**src/rtl/core/keyed_fifo_queue_assert.svh**
```systemverilog
// assertion macros for the keyed fifo queue rtl
`ifndef KEYED_FIFO_QUEUE_ASSERT_SVH
`define KEYED_FIFO_QUEUE_ASSERT_SVH

// same-cycle implication, sampled on clk, off while in reset
`define KFQ_ASSERT_SAME(lbl, ante, cons, msg) \
    lbl: assert property (@(posedge clk) disable iff (!rst_n) (ante) |-> (cons)) \
        else $error(msg);

// next-cycle implication, sampled on clk, off while in reset
`define KFQ_ASSERT_NEXT(lbl, ante, cons, msg) \
    lbl: assert property (@(posedge clk) disable iff (!rst_n) (ante) |=> (cons)) \
        else $error(msg);

`endif

```
**src/rtl/core/kfq_pkg.sv**
```systemverilog
// types, sizes and codes of the keyed fifo queue
package kfq_pkg;

    localparam int DEPTH = 16;
    localparam int IDX_W = (DEPTH > 1) ? $clog2(DEPTH) : 1;
    localparam int CNT_W = $clog2(DEPTH + 1);
    localparam int OCC_W = 5;

    typedef enum logic [1:0] {
        ACT_PUSH   = 2'd0,
        ACT_POP    = 2'd1,
        ACT_SEARCH = 2'd2,
        ACT_DELETE = 2'd3
    } action_t;

    typedef enum logic [1:0] {
        STATUS_OK        = 2'd0,
        STATUS_EMPTY     = 2'd1,
        STATUS_NOT_FOUND = 2'd2,
        STATUS_FULL      = 2'd3
    } status_t;

    typedef enum logic [2:0] {
        ST_IDLE,
        ST_DISPATCH,
        ST_POP_READ,
        ST_SCAN,
        ST_SHIFT,
        ST_REPLY
    } state_t;

    typedef struct packed {
        logic [31:0] key;
        logic [15:0] name_ref;
        logic [15:0] text_ref;
        logic [30:0] price;
        logic [30:0] buy_now;
    } rec_t;

    typedef struct packed {
        logic             we;
        logic [IDX_W-1:0] waddr;
        rec_t             wdata;
        logic [IDX_W-1:0] raddr;
    } mem_cmd_t;

    typedef struct packed {
        status_t status;
        rec_t    rec;
    } res_t;

    typedef struct packed {
        status_t          status;
        rec_t             rec;
        logic [OCC_W-1:0] occ;
    } rsp_t;

endpackage

```
**src/rtl/core/kfq_if.sv**
```systemverilog
// request and response channel interfaces of the keyed fifo queue
interface kfq_req_if;
    logic        valid;
    logic        ready;
    logic [1:0]  action;
    logic [31:0] key;
    logic [15:0] name_ref;
    logic [15:0] text_ref;
    logic [30:0] price;
    logic [30:0] buy_now_price;

    modport source (
        output valid, action, key, name_ref, text_ref, price, buy_now_price,
        input  ready
    );
    modport sink (
        input  valid, action, key, name_ref, text_ref, price, buy_now_price,
        output ready
    );
endinterface

interface kfq_rsp_if;
    logic        valid;
    logic        ready;
    logic [1:0]  status;
    logic [31:0] out_key;
    logic [15:0] out_name_ref;
    logic [15:0] out_text_ref;
    logic [30:0] out_price;
    logic [30:0] out_buy_now;
    logic [4:0]  occupancy;

    modport source (
        output valid, status, out_key, out_name_ref, out_text_ref, out_price,
               out_buy_now, occupancy,
        input  ready
    );
    modport sink (
        input  valid, status, out_key, out_name_ref, out_text_ref, out_price,
               out_buy_now, occupancy,
        output ready
    );
endinterface

```
**src/rtl/core/kfq_store.sv**
```systemverilog
// record store: one write port and one registered read port
module kfq_store (
    input  logic             clk,
    input  kfq_pkg::mem_cmd_t cmd,
    output kfq_pkg::rec_t     rd_data
);
    import kfq_pkg::*;

    rec_t mem [DEPTH];
    rec_t rd_data_reg;

    always_ff @(posedge clk)
    begin
        if (cmd.we)
        begin
            mem[cmd.waddr] <= cmd.wdata;
        end
        rd_data_reg <= mem[cmd.raddr];
    end

    assign rd_data = rd_data_reg;

endmodule

```
**src/rtl/core/kfq_ctrl.sv**
```systemverilog
// sequencer with the shared key comparator, ring pointers and response register
`include "keyed_fifo_queue_assert.svh"

module kfq_ctrl (
    input  logic              clk,
    input  logic              rst_n,
    kfq_req_if.sink           req,
    kfq_rsp_if.source         rsp,
    output kfq_pkg::mem_cmd_t mem_cmd,
    input  kfq_pkg::rec_t     rd_data
);
    import kfq_pkg::*;

    state_t           state_reg, state_next;
    logic [CNT_W-1:0] count_reg, count_next;
    logic [IDX_W-1:0] head_reg, head_next;
    logic [IDX_W-1:0] idx_reg, idx_next;
    action_t          act_reg;
    logic [31:0]      key_reg;
    rec_t             push_rec_reg;
    res_t             res_reg, res_next;
    logic             out_valid_reg;
    rsp_t             out_reg;

    logic [CNT_W:0]   cnt_ext;
    logic [CNT_W:0]   idx1;
    logic [CNT_W:0]   idx2;
    logic             is_full;
    logic             is_empty;
    logic             key_hit;
    logic             last_hit;
    logic             shift_end;
    logic             out_free;
    logic             req_take;
    logic [31:0]      cnt_wide;

    // ring position of a logical offset from the front
    function automatic logic [IDX_W-1:0] phys(input logic [IDX_W-1:0] base,
                                              input logic [CNT_W:0] ofs);
        logic [CNT_W+1:0] s;
        s = (CNT_W+2)'(base) + (CNT_W+2)'(ofs);
        if (s >= (CNT_W+2)'(DEPTH))
        begin
            s = s - (CNT_W+2)'(DEPTH);
        end
        return s[IDX_W-1:0];
    endfunction

    assign cnt_ext   = {1'b0, count_reg};
    assign idx1      = (CNT_W+1)'(idx_reg) + (CNT_W+1)'(1);
    assign idx2      = (CNT_W+1)'(idx_reg) + (CNT_W+1)'(2);
    assign is_full   = (count_reg == CNT_W'(DEPTH));
    assign is_empty  = (count_reg == '0);
    assign key_hit   = (rd_data.key == key_reg);
    assign last_hit  = (idx1 == cnt_ext);
    assign shift_end = (idx2 == cnt_ext);
    assign out_free  = !out_valid_reg || rsp.ready;
    assign req_take  = req.valid && req.ready;
    assign cnt_wide  = 32'(count_reg);

    assign req.ready = (state_reg == ST_IDLE);

    // next state
    always_comb
    begin
        state_next = state_reg;
        unique case (state_reg)
            ST_IDLE:
            begin
                if (req.valid)
                begin
                    state_next = ST_DISPATCH;
                end
            end
            ST_DISPATCH:
            begin
                unique case (act_reg)
                    ACT_PUSH:   state_next = ST_REPLY;
                    ACT_POP:    state_next = is_empty ? ST_REPLY : ST_POP_READ;
                    ACT_SEARCH,
                    ACT_DELETE: state_next = is_empty ? ST_REPLY : ST_SCAN;
                    default:    state_next = ST_REPLY;
                endcase
            end
            ST_POP_READ:
            begin
                state_next = ST_REPLY;
            end
            ST_SCAN:
            begin
                if (key_hit && (act_reg == ACT_SEARCH))
                begin
                    state_next = ST_REPLY;
                end
                else if (key_hit)
                begin
                    state_next = last_hit ? ST_REPLY : ST_SHIFT;
                end
                else if (last_hit)
                begin
                    state_next = ST_REPLY;
                end
            end
            ST_SHIFT:
            begin
                if (shift_end)
                begin
                    state_next = ST_REPLY;
                end
            end
            ST_REPLY:
            begin
                if (out_free)
                begin
                    state_next = ST_IDLE;
                end
            end
            default:
            begin
                state_next = ST_IDLE;
            end
        endcase
    end

    // datapath and store commands
    always_comb
    begin
        count_next    = count_reg;
        head_next     = head_reg;
        idx_next      = idx_reg;
        res_next      = res_reg;
        mem_cmd.we    = 1'b0;
        mem_cmd.waddr = phys(head_reg, (CNT_W+1)'(idx_reg));
        mem_cmd.wdata = rd_data;
        mem_cmd.raddr = phys(head_reg, idx1);
        unique case (state_reg)
            ST_DISPATCH:
            begin
                idx_next        = '0;
                mem_cmd.raddr   = head_reg;
                res_next.rec    = '0;
                res_next.status = STATUS_OK;
                unique case (act_reg)
                    ACT_PUSH:
                    begin
                        if (is_full)
                        begin
                            res_next.status = STATUS_FULL;
                        end
                        else
                        begin
                            mem_cmd.we    = 1'b1;
                            mem_cmd.waddr = phys(head_reg, cnt_ext);
                            mem_cmd.wdata = push_rec_reg;
                            count_next    = count_reg + CNT_W'(1);
                        end
                    end
                    ACT_POP:
                    begin
                        if (is_empty)
                        begin
                            res_next.status = STATUS_EMPTY;
                        end
                    end
                    ACT_SEARCH,
                    ACT_DELETE:
                    begin
                        if (is_empty)
                        begin
                            res_next.status = STATUS_NOT_FOUND;
                        end
                    end
                    default:
                    begin
                        res_next.status = STATUS_OK;
                    end
                endcase
            end
            ST_POP_READ:
            begin
                res_next.rec = rd_data;
                head_next    = phys(head_reg, (CNT_W+1)'(1));
                count_next   = count_reg - CNT_W'(1);
            end
            ST_SCAN:
            begin
                if (key_hit && (act_reg == ACT_SEARCH))
                begin
                    res_next.rec = rd_data;
                end
                else if (key_hit)
                begin
                    if (last_hit)
                    begin
                        count_next = count_reg - CNT_W'(1);
                    end
                end
                else if (last_hit)
                begin
                    res_next.status = STATUS_NOT_FOUND;
                end
                else
                begin
                    idx_next = IDX_W'(idx1);
                end
            end
            ST_SHIFT:
            begin
                mem_cmd.we    = 1'b1;
                mem_cmd.raddr = phys(head_reg, idx2);
                idx_next      = IDX_W'(idx1);
                if (shift_end)
                begin
                    count_next = count_reg - CNT_W'(1);
                end
            end
            ST_IDLE,
            ST_REPLY:
            begin
                res_next = res_reg;
            end
            default:
            begin
                res_next = res_reg;
            end
        endcase
    end

    always_ff @(posedge clk or negedge rst_n)
    begin
        if (!rst_n)
        begin
            state_reg <= ST_IDLE;
            count_reg <= '0;
            head_reg  <= '0;
            idx_reg   <= '0;
        end
        else
        begin
            state_reg <= state_next;
            count_reg <= count_next;
            head_reg  <= head_next;
            idx_reg   <= idx_next;
        end
    end

    // request capture and working result
    always_ff @(posedge clk)
    begin
        if (req_take)
        begin
            act_reg               <= action_t'(req.action);
            key_reg               <= req.key;
            push_rec_reg.key      <= req.key;
            push_rec_reg.name_ref <= req.name_ref;
            push_rec_reg.text_ref <= req.text_ref;
            push_rec_reg.price    <= req.price;
            push_rec_reg.buy_now  <= req.buy_now_price;
        end
        res_reg <= res_next;
    end

    // response register
    always_ff @(posedge clk or negedge rst_n)
    begin
        if (!rst_n)
        begin
            out_valid_reg <= 1'b0;
        end
        else if ((state_reg == ST_REPLY) && out_free)
        begin
            out_valid_reg <= 1'b1;
        end
        else if (rsp.ready)
        begin
            out_valid_reg <= 1'b0;
        end
    end

    always_ff @(posedge clk)
    begin
        if ((state_reg == ST_REPLY) && out_free)
        begin
            out_reg.status <= res_reg.status;
            out_reg.rec    <= res_reg.rec;
            out_reg.occ    <= cnt_wide[OCC_W-1:0];
        end
    end

    assign rsp.valid        = out_valid_reg;
    assign rsp.status       = out_reg.status;
    assign rsp.out_key      = out_reg.rec.key;
    assign rsp.out_name_ref = out_reg.rec.name_ref;
    assign rsp.out_text_ref = out_reg.rec.text_ref;
    assign rsp.out_price    = out_reg.rec.price;
    assign rsp.out_buy_now  = out_reg.rec.buy_now;
    assign rsp.occupancy    = out_reg.occ;

    `KFQ_ASSERT_SAME(a_count_bound, 1'b1, count_reg <= CNT_W'(DEPTH), "count above depth")
    `KFQ_ASSERT_SAME(a_write_source, mem_cmd.we, (state_reg == ST_SHIFT) || ((state_reg == ST_DISPATCH) && (act_reg == ACT_PUSH)), "unexpected store write")
    `KFQ_ASSERT_NEXT(a_pop_count, state_reg == ST_POP_READ, count_reg == CNT_W'($past(count_reg) - CNT_W'(1)), "pop did not drop count")
    `KFQ_ASSERT_SAME(a_scan_range, state_reg == ST_SCAN, idx1 <= cnt_ext, "scan beyond last record")
    `KFQ_ASSERT_NEXT(a_reply_load, (state_reg == ST_REPLY) && out_free, (state_reg == ST_IDLE) && out_valid_reg, "response not loaded")

endmodule

```
**src/rtl/core/keyed_fifo_queue.sv**
```systemverilog
// keyed fifo queue top level: ring-ordered record store with keyed search and delete
// Each request is worked by one sequencer that makes one key compare or one record move per
// cycle through the single read and single write port of the record store. After acceptance
// a push and every empty case pass the dispatch and reply states, a pop also reads the front
// record, a search scans from the front until the match, a miss scans every record, and a
// delete scans to the match, then moves each later record down one place to close the gap.
// The response sits in an output register, so the next request is taken while it waits;
// a second response holds in the reply state until the first one has been taken.
module keyed_fifo_queue (
    input  logic      clk,
    input  logic      rst_n,
    kfq_req_if.sink   req,
    kfq_rsp_if.source rsp
);
    import kfq_pkg::*;

    mem_cmd_t mem_cmd;
    rec_t     rd_data;

    kfq_ctrl u_ctrl (
        .clk     (clk),
        .rst_n   (rst_n),
        .req     (req),
        .rsp     (rsp),
        .mem_cmd (mem_cmd),
        .rd_data (rd_data)
    );

    kfq_store u_store (
        .clk     (clk),
        .cmd     (mem_cmd),
        .rd_data (rd_data)
    );

endmodule
```
**src/flat_wrapper.sv**
```systemverilog
// flat-port wrapper written by rule: the top's interface ports become plain ports
module keyed_fifo_queue_flat import kfq_pkg::*;
  (clk, rst_n, req_valid, req_action, req_key, req_name_ref, req_text_ref, req_price, req_buy_now_price, req_ready, rsp_valid, rsp_status, rsp_out_key, rsp_out_name_ref, rsp_out_text_ref, rsp_out_price, rsp_out_buy_now, rsp_occupancy, rsp_ready);
  kfq_req_if req_i ();
  kfq_rsp_if rsp_i ();
  input  logic clk;
  input  logic rst_n;
  input wire logic [$bits(req_i.valid)-1:0] req_valid;
  input wire logic [$bits(req_i.action)-1:0] req_action;
  input wire logic [$bits(req_i.key)-1:0] req_key;
  input wire logic [$bits(req_i.name_ref)-1:0] req_name_ref;
  input wire logic [$bits(req_i.text_ref)-1:0] req_text_ref;
  input wire logic [$bits(req_i.price)-1:0] req_price;
  input wire logic [$bits(req_i.buy_now_price)-1:0] req_buy_now_price;
  output wire logic [$bits(req_i.ready)-1:0] req_ready;
  output wire logic [$bits(rsp_i.valid)-1:0] rsp_valid;
  output wire logic [$bits(rsp_i.status)-1:0] rsp_status;
  output wire logic [$bits(rsp_i.out_key)-1:0] rsp_out_key;
  output wire logic [$bits(rsp_i.out_name_ref)-1:0] rsp_out_name_ref;
  output wire logic [$bits(rsp_i.out_text_ref)-1:0] rsp_out_text_ref;
  output wire logic [$bits(rsp_i.out_price)-1:0] rsp_out_price;
  output wire logic [$bits(rsp_i.out_buy_now)-1:0] rsp_out_buy_now;
  output wire logic [$bits(rsp_i.occupancy)-1:0] rsp_occupancy;
  input wire logic [$bits(rsp_i.ready)-1:0] rsp_ready;
  assign req_i.valid = req_valid;
  assign req_i.action = req_action;
  assign req_i.key = req_key;
  assign req_i.name_ref = req_name_ref;
  assign req_i.text_ref = req_text_ref;
  assign req_i.price = req_price;
  assign req_i.buy_now_price = req_buy_now_price;
  assign req_ready = req_i.ready;
  assign rsp_valid = rsp_i.valid;
  assign rsp_status = rsp_i.status;
  assign rsp_out_key = rsp_i.out_key;
  assign rsp_out_name_ref = rsp_i.out_name_ref;
  assign rsp_out_text_ref = rsp_i.out_text_ref;
  assign rsp_out_price = rsp_i.out_price;
  assign rsp_out_buy_now = rsp_i.out_buy_now;
  assign rsp_occupancy = rsp_i.occupancy;
  assign rsp_i.ready = rsp_ready;
  keyed_fifo_queue u_core (.clk(clk), .rst_n(rst_n), .req(req_i), .rsp(rsp_i));
endmodule
```
**config.mk**
```make
export PLATFORM = sky130hd
export DESIGN_NAME = keyed_fifo_queue_flat
export DESIGN_NICKNAME = d
export VERILOG_FILES = /design/src/rtl/core/kfq_pkg.sv /design/src/rtl/core/kfq_if.sv /design/src/rtl/core/kfq_store.sv /design/src/rtl/core/kfq_ctrl.sv /design/src/rtl/core/keyed_fifo_queue.sv /design/src/flat_wrapper.sv
export VERILOG_INCLUDE_DIRS = /design/src /design/src/rtl/core
export SDC_FILE = /design/constraint.sdc
export NUM_CORES = 2
export LEC_CHECK = 0
export BUFFER_PORTS_ARGS = -buffer_cell sky130_fd_sc_hd__buf_2
export CAP_MARGIN = 10
export CORE_UTILIZATION = 55
export CTS_CLUSTER_DIAMETER = 30
export DETAILED_ROUTE_END_ITERATION = 8
export PLACE_DENSITY = 0.72
export RECOVER_POWER = 25
export SYNTH_ARGS = -nofsm -noshare
export SYNTH_HDL_FRONTEND = slang
export SYNTH_SLANG_ARGS = --single-unit
```
**constraint.sdc**
```tcl
create_clock -name clk -period 36 [get_ports clk]
set_input_delay 3.6 -clock clk [delete_from_list [all_inputs] [get_ports clk]]
set_output_delay 3.6 -clock clk [all_outputs]
set_load 0.01 [all_outputs]
```
* Word-level counts from Yosys, hierarchy flattened
Memory sizes are Yosys's and may differ from the RTL's. A register that Yosys moved wholly into a read port is not among the register bits.
Cells that the tools add are included.
** Cells by class
- Add/sub/neg operators :: 14
- $mul :: 0
- Divide/modulo/power cells :: 0
- Magnitude comparators :: 5
- Equal/unequal tests :: 24
- Shift-type cells :: 0
- Multiplexer cells :: 46
- Bitwise logic cells :: 0
- Reduce and logical (&&, ||, !) cells :: 19
** Operators by type and width (number)
- $pmux 126 s3 :: 1
- $mux 131 :: 2
- $mux 130 :: 1
- $mux 126 :: 1
- $eq 32x32->1 :: 1
- $mux 4 :: 8
- $mux 5 :: 6
- $mux 3 :: 8
- $ne 2x2->1 const B :: 10
- $pmux 5 s4 :: 1
- $sub 4x1->4 const B :: 5
- $add 4x5->6 :: 3
- $ge 6x5->1 const B :: 3
- $pmux 3 s6 :: 1
- $pmux 4 s3 :: 1
- $reduce_and 4->1 :: 3
- $add 4x1->5 const B :: 2
- $ge 5x5->1 const B :: 2
- $mux 2 :: 5
- $pmux 3 s3 :: 1
- $pmux 4 s2 :: 1
- $reduce_and 7->1 :: 1
- $eq 3x2->1 const B :: 2
- $eq 3x3->1 const B :: 2
- 27 further kinds :: 37
** Storage, ports and cells
- Bits in registers :: 406
- Latch bits :: 0
- Memory bits (writable) :: 2016
- ROM bits :: 0
- Input port bits :: 132
- Word-level logic and storage cells :: 133
- Memories kept :: 1
** Memory list
- u_core.u_store.mem :: depth 16, width 126, rd ports 1, clocked after Yosys merged registers in 1, wr ports 1, RTL line kfq_store.sv:9 : rec_t mem [DEPTH];

* Logic depth before layout (Yosys ltp)
- Word-level depth :: 8
- Mapped depth :: 17

* Modules after synthesis
Synthesis repeated with hierarchy kept, for this count alone.
** Second synthesis, totals
- Cells, all modules :: 4230
- Area, all modules :: 94468.1 µm²
** By module, submodules not included
- kfq_store :: times used 1, cells each 3304, area an instance 78203.8 µm²
- kfq_ctrl :: times used 1, cells each 926, area an instance 16264.3 µm²

* Least setup slack after synthesis
OpenSTA, ideal clock, no wires.
- Path type :: flip-flop to flip-flop
- Start :: reg u_core.u_ctrl.count_reg[1]
- End :: mem u_core.u_store.mem[13][0] (netlist bit) (enable)
- Arrival :: 10.599 ns
- Required time :: 35.235 ns
- Setup slack :: 24.636 ns
- Cell stages (with the launch flop) :: 8
- Period minus slack after synthesis :: 11.364 ns
- Cell sequence :: dfrtp_1 -> or4_4 -> o21a_1 -> and2_1 -> buf_2 -> clkbuf_1 -> o21a_1 -> nor3_1
** On the way
- Cells in the longest elaborated chain, start to end :: 6
- Elaborated cells on any way between the ends :: 11
- Those cells by class :: 2 x add/sub; 1 x order compare; 1 x eq/ne; 7 x mux
** RTL lines
- from (decl) :: RTL line kfq_ctrl.sv:15 : logic [CNT_W-1:0] count_reg, count_next;
- from (signal assigned) :: RTL line kfq_ctrl.sv:241 : count_reg <= count_next;
- $add 4x5->6 / $eq 5x5->1 (equally long branches) :: RTL line kfq_ctrl.sv:41, kfq_ctrl.sv:52
- $ge 6x5->1 (tied with other cells) :: RTL line kfq_ctrl.sv:42 : if (s >= (CNT_W+2)'(DEPTH))
- $mux 4 / $mux 131 (equally long branches) :: RTL line kfq_ctrl.sv:42, kfq_ctrl.sv:143
- $mux 131 * :: RTL line kfq_ctrl.sv:146 : if (is_full)
- $mux 131 * :: RTL line kfq_ctrl.sv:143 : unique case (act_reg)
- $mux 130 / $mux 1 (equally long branches) :: RTL line kfq_ctrl.sv:136, kfq_store.sv:16
- to (decl) :: RTL line kfq_store.sv:9
Mark *: on every way between the ends. The rest lies on a longest branch, timed or not.

* Worst setup path after layout
- Start :: in rsp_ready
- End :: reg u_core.u_ctrl.out_reg (netlist bit u_core.u_ctrl.rsp.out_price[20]) (enable)
** On the way
- Cells in the longest elaborated chain, start to end :: 2
** RTL lines
- from (decl) :: RTL line flat_wrapper.sv:24 : input wire logic [$bits(rsp_i.ready)-1:0] rsp_ready;
- $logic_or 1x1->1 :: RTL line kfq_ctrl.sv:57 : assign out_free = !out_valid_reg || rsp.ready;
- $logic_and 1x1->1 :: RTL line kfq_ctrl.sv:282 : if ((state_reg == ST_REPLY) && out_free)
- to (decl) :: RTL line kfq_ctrl.sv:23 : rsp_t out_reg;
Every way passes these cells.
A chain may end at the register's enable or synchronous reset.

==> flow_summary.yaml <==
status:
  run_status: "finished with violations"
  violations: "capacitance limit, slew limit"
setup_path:
  cp-end-kind: "flip-flop"
  cp_slowest_stage_delay_ns: 6.01
  startpoint_type: "input port"
  cp.required_ns: 36.28
  critPathKind: "in -> reg"
  crit_slowest_cell: "clkbuf_1"
  crit_fanout: 133
  worstPathArrival_ns: 10.06
  path_cells: "buf_2 -> nor2b_1 -> nor2_4 -> clkbuf_1"
route:
  antenna_left: 0
  drt_iter0_drc: 7432
  first_pass_iters: 9
  vias_per_cell: 6.418
  vias: 59471
  routed_wl_um: 256500
  drc: 0
  wl_per_cell_um: 27.68
sta:
  fin_worst_skew_ns: 0.07910
  finalHoldViolCount: 0
  rsz0062_at_grt: "no"
  tightestPinTransition_ns: 8.758
  slew_viol_final: 437
  max_freq_mhz: 102.2
  fin_crit_ns: 9.782
  fin_crit_sh_pct: 27.17
  slew_headroom_pct: -483.9
  totalNegativeSetupSlack_ns: 0
  setup_viol: 0
cts:
  htree_levels: 5
  post_cts_buffers: 0
  clock_path_buffers: 4
  clkSlewWorstSetupHoldPaths_ns: 0.05
  cts_root_buf: "clkbuf_16"
  numCtsBuffers: 468
  clock_latency_ns: 0.98
  ctsHoldBuffers: 0
  postCtsResizedCells: 0
  cts_tree: "built"
  cts_sinks: 2548
yosys:
  synth_seq_area_share_pct: 76.28
  ys_ff_latch: 2548
  synth.cell_area_um2: 98540
  synthAdderAreaFrac_pct: 0.2717
  ys_warn_count: 0
  synth_xor_area_share_pct: 0.5460
  synthFlopType: "edfxtp_1"
  synth_top_family_by_area: "compound AO/OA/AOI/OAI gates"
  postSynthAreaPerCell_um2: 15.96
  syn-num-nets: 6324
  yosys.area_share.simple_pct: 5.456
  async_flop_share_pct: 0.6672
  synth_edf_count: 2405
  synth.distinct_cells: 61
  netlist_instances: 6173
  synth_mux_area_share_pct: 6.662
  synth_compound_gate_area_share_pct: 8.737
die:
  io_pins: 267
  die_area_um2: 180900
  core_area_um2: 177100
  rows: 154
  start_util_pct: 55.65
  die_h_um: 425.3
  die_width_um: 425.3
placement:
  dp_hpwl_um: 116700
  gp_congestion: 0.8145
  io_buffers: 266
cells_and_area:
  fin_nets: 6689
  largest_reg_flops: 2016
  areaGrowthSynthToFinish_pct: 19.98
  layout-drive-gt1-share_pct: 17.62
global_routing:
  grt_max_degree: 186
  grt_pass1_vias: 58553
  antenna_found_initial: 6
  track_usage_pct: 27.86
  grt_pass1_wl_um: 374500
  grt_overflow: 0
min_path:
  min_path_type: "reg -> reg"
job:
  max_cap_violations: 9
[final timing paths]
kind / start / to / slack, ns / cells past startpoint
setup / recovery: rsp_ready / u_core.u_ctrl.rsp.out_price[20] / 26.22 / 4
min in group asynchronous: rst_n / u_core.u_ctrl.rsp.valid / 2.82 / 1
hold reg to reg: u_core.u_ctrl.res_reg[87] / u_core.u_ctrl.rsp.out_name_ref[9] / 0.41 / 0
max in group asynchronous: rst_n / u_core.u_ctrl.idx_reg[1] / 32.51 / 1
setup reg to reg: u_core.u_ctrl.state_reg[0] / u_core.u_store.mem[13][81] / 27.04 / 5
hold / removal: u_core.u_ctrl.res_reg[87] / u_core.u_ctrl.rsp.out_name_ref[9] / 0.41 / 0
[cell usage after synthesis, types with 2 or more instances]
cell type | instances | area (um2)
nor2_1 | 13 | 48.80
nor2b_1 | 4 | 25.02
or3_1 | 3 | 18.77
o22a_1 | 4 | 35.03
o21a_1 | 4 | 30.03
inv_1 | 8 | 30.03
nand3_1 | 129 | 645.6
clkbuf_1 | 327 | 1227
nor3_1 | 21 | 105.1
a221oi_1 | 252 | 2207
nor4_1 | 9 | 56.30
and3_1 | 5 | 31.28
o211ai_1 | 129 | 968.4
mux2i_1 | 506 | 5065
nor3b_1 | 2 | 15.01
a32oi_1 | 2 | 17.52
a21o_1 | 6 | 45.04
o21ai_0 | 128 | 640.6
nand2_1 | 516 | 1937
a21oi_1 | 518 | 2592
o22ai_1 | 4 | 25.02
nand2b_1 | 3 | 18.77
ha_1 | 15 | 187.7
o21ai_2 | 2 | 17.52
and2_1 | 128 | 800.8
edfxtp_1 | 2405 | 72220
buf_2 | 121 | 605.6
dfrtp_1 | 17 | 425.4
a31oi_1 | 4 | 25.02
fa_1 | 4 | 80.08
o21ai_1 | 7 | 35.03
buf_1 | 32 | 120.1
mux2_2 | 130 | 1464
dfxtp_1 | 126 | 2522
xnor2_1 | 18 | 157.7
nand4_1 | 255 | 1595
a22oi_1 | 252 | 1892
buf_4 | 3 | 22.52
xor2_1 | 39 | 341.6
[layout make-up]
cell class	instances	area (um2)
timing repair buffer	379	2255
inverter	9	33.78
sequential	2548	75170
antenna	2	5.005
clock buffer	564	12550
multi-input combinational	3132	21480
fill	11382	58850
tap	2340	2928
clock inverter	293	3812
[critical path, delay by kind of cell]
family        cells  cell delay, ns
buf+inv           2            6.09
simple gates      2            0.18
[layout by cell type, fill, tap and decap left out, types with 80 or more instances in the layout]
master     netlist  layout
a21oi_1        518     518
a221oi_1       252     252
a22oi_1        252     252
and2_0           0     103
buf_2          121     230
buf_4            3      93
bufinv_16        0      80
clkbuf_1       327     101
clkbuf_16        0     476
dfxtp_1        126     126
edfxtp_1      2405    2405
mux2_2         130      88
mux2i_1        506     506
nand2_1        516     516
nand3_1        129     129
nand4_1        255     255
o211ai_1       129     129
o21ai_0        128     127
[logic make-up after synthesis]
logic type	after synthesis
fa+ha+maj	19
compound gates	1321
xor+xnor	59
flops	2548
simple gates	1095
buf+inv	493
mux	638
[routing by layer]
metal,vias to the layer above,track usage (%),part of all wire [%]
met5,-,0,0.0051
met4,2,12.13,3.9
met1,30006,38.72,39
met3,588,4.995,9.8
li1,25315,-,-
met2,3560,43.42,47
[per-stage QoR]
stage	cells	util [%]	setup slack (ns)	instance area, um2	hold WS [ns]
final	9267	66.77	26.22	118200	0.4067
after global routing	9266	66.77	25.79	118200	0.4138
after CTS	9265	66.84	28.83	118400	0.3977
after detailed placement	8408	57.60	28.88	102000	0.4045
after global placement	8408	57.60	29.13	102000	0.4026
after floorplan	6173	-	24.64	98540	0.4003
Power is not shown: default switching activity piles up to over one toggle a cycle in this logic, so the estimate is an artifact.
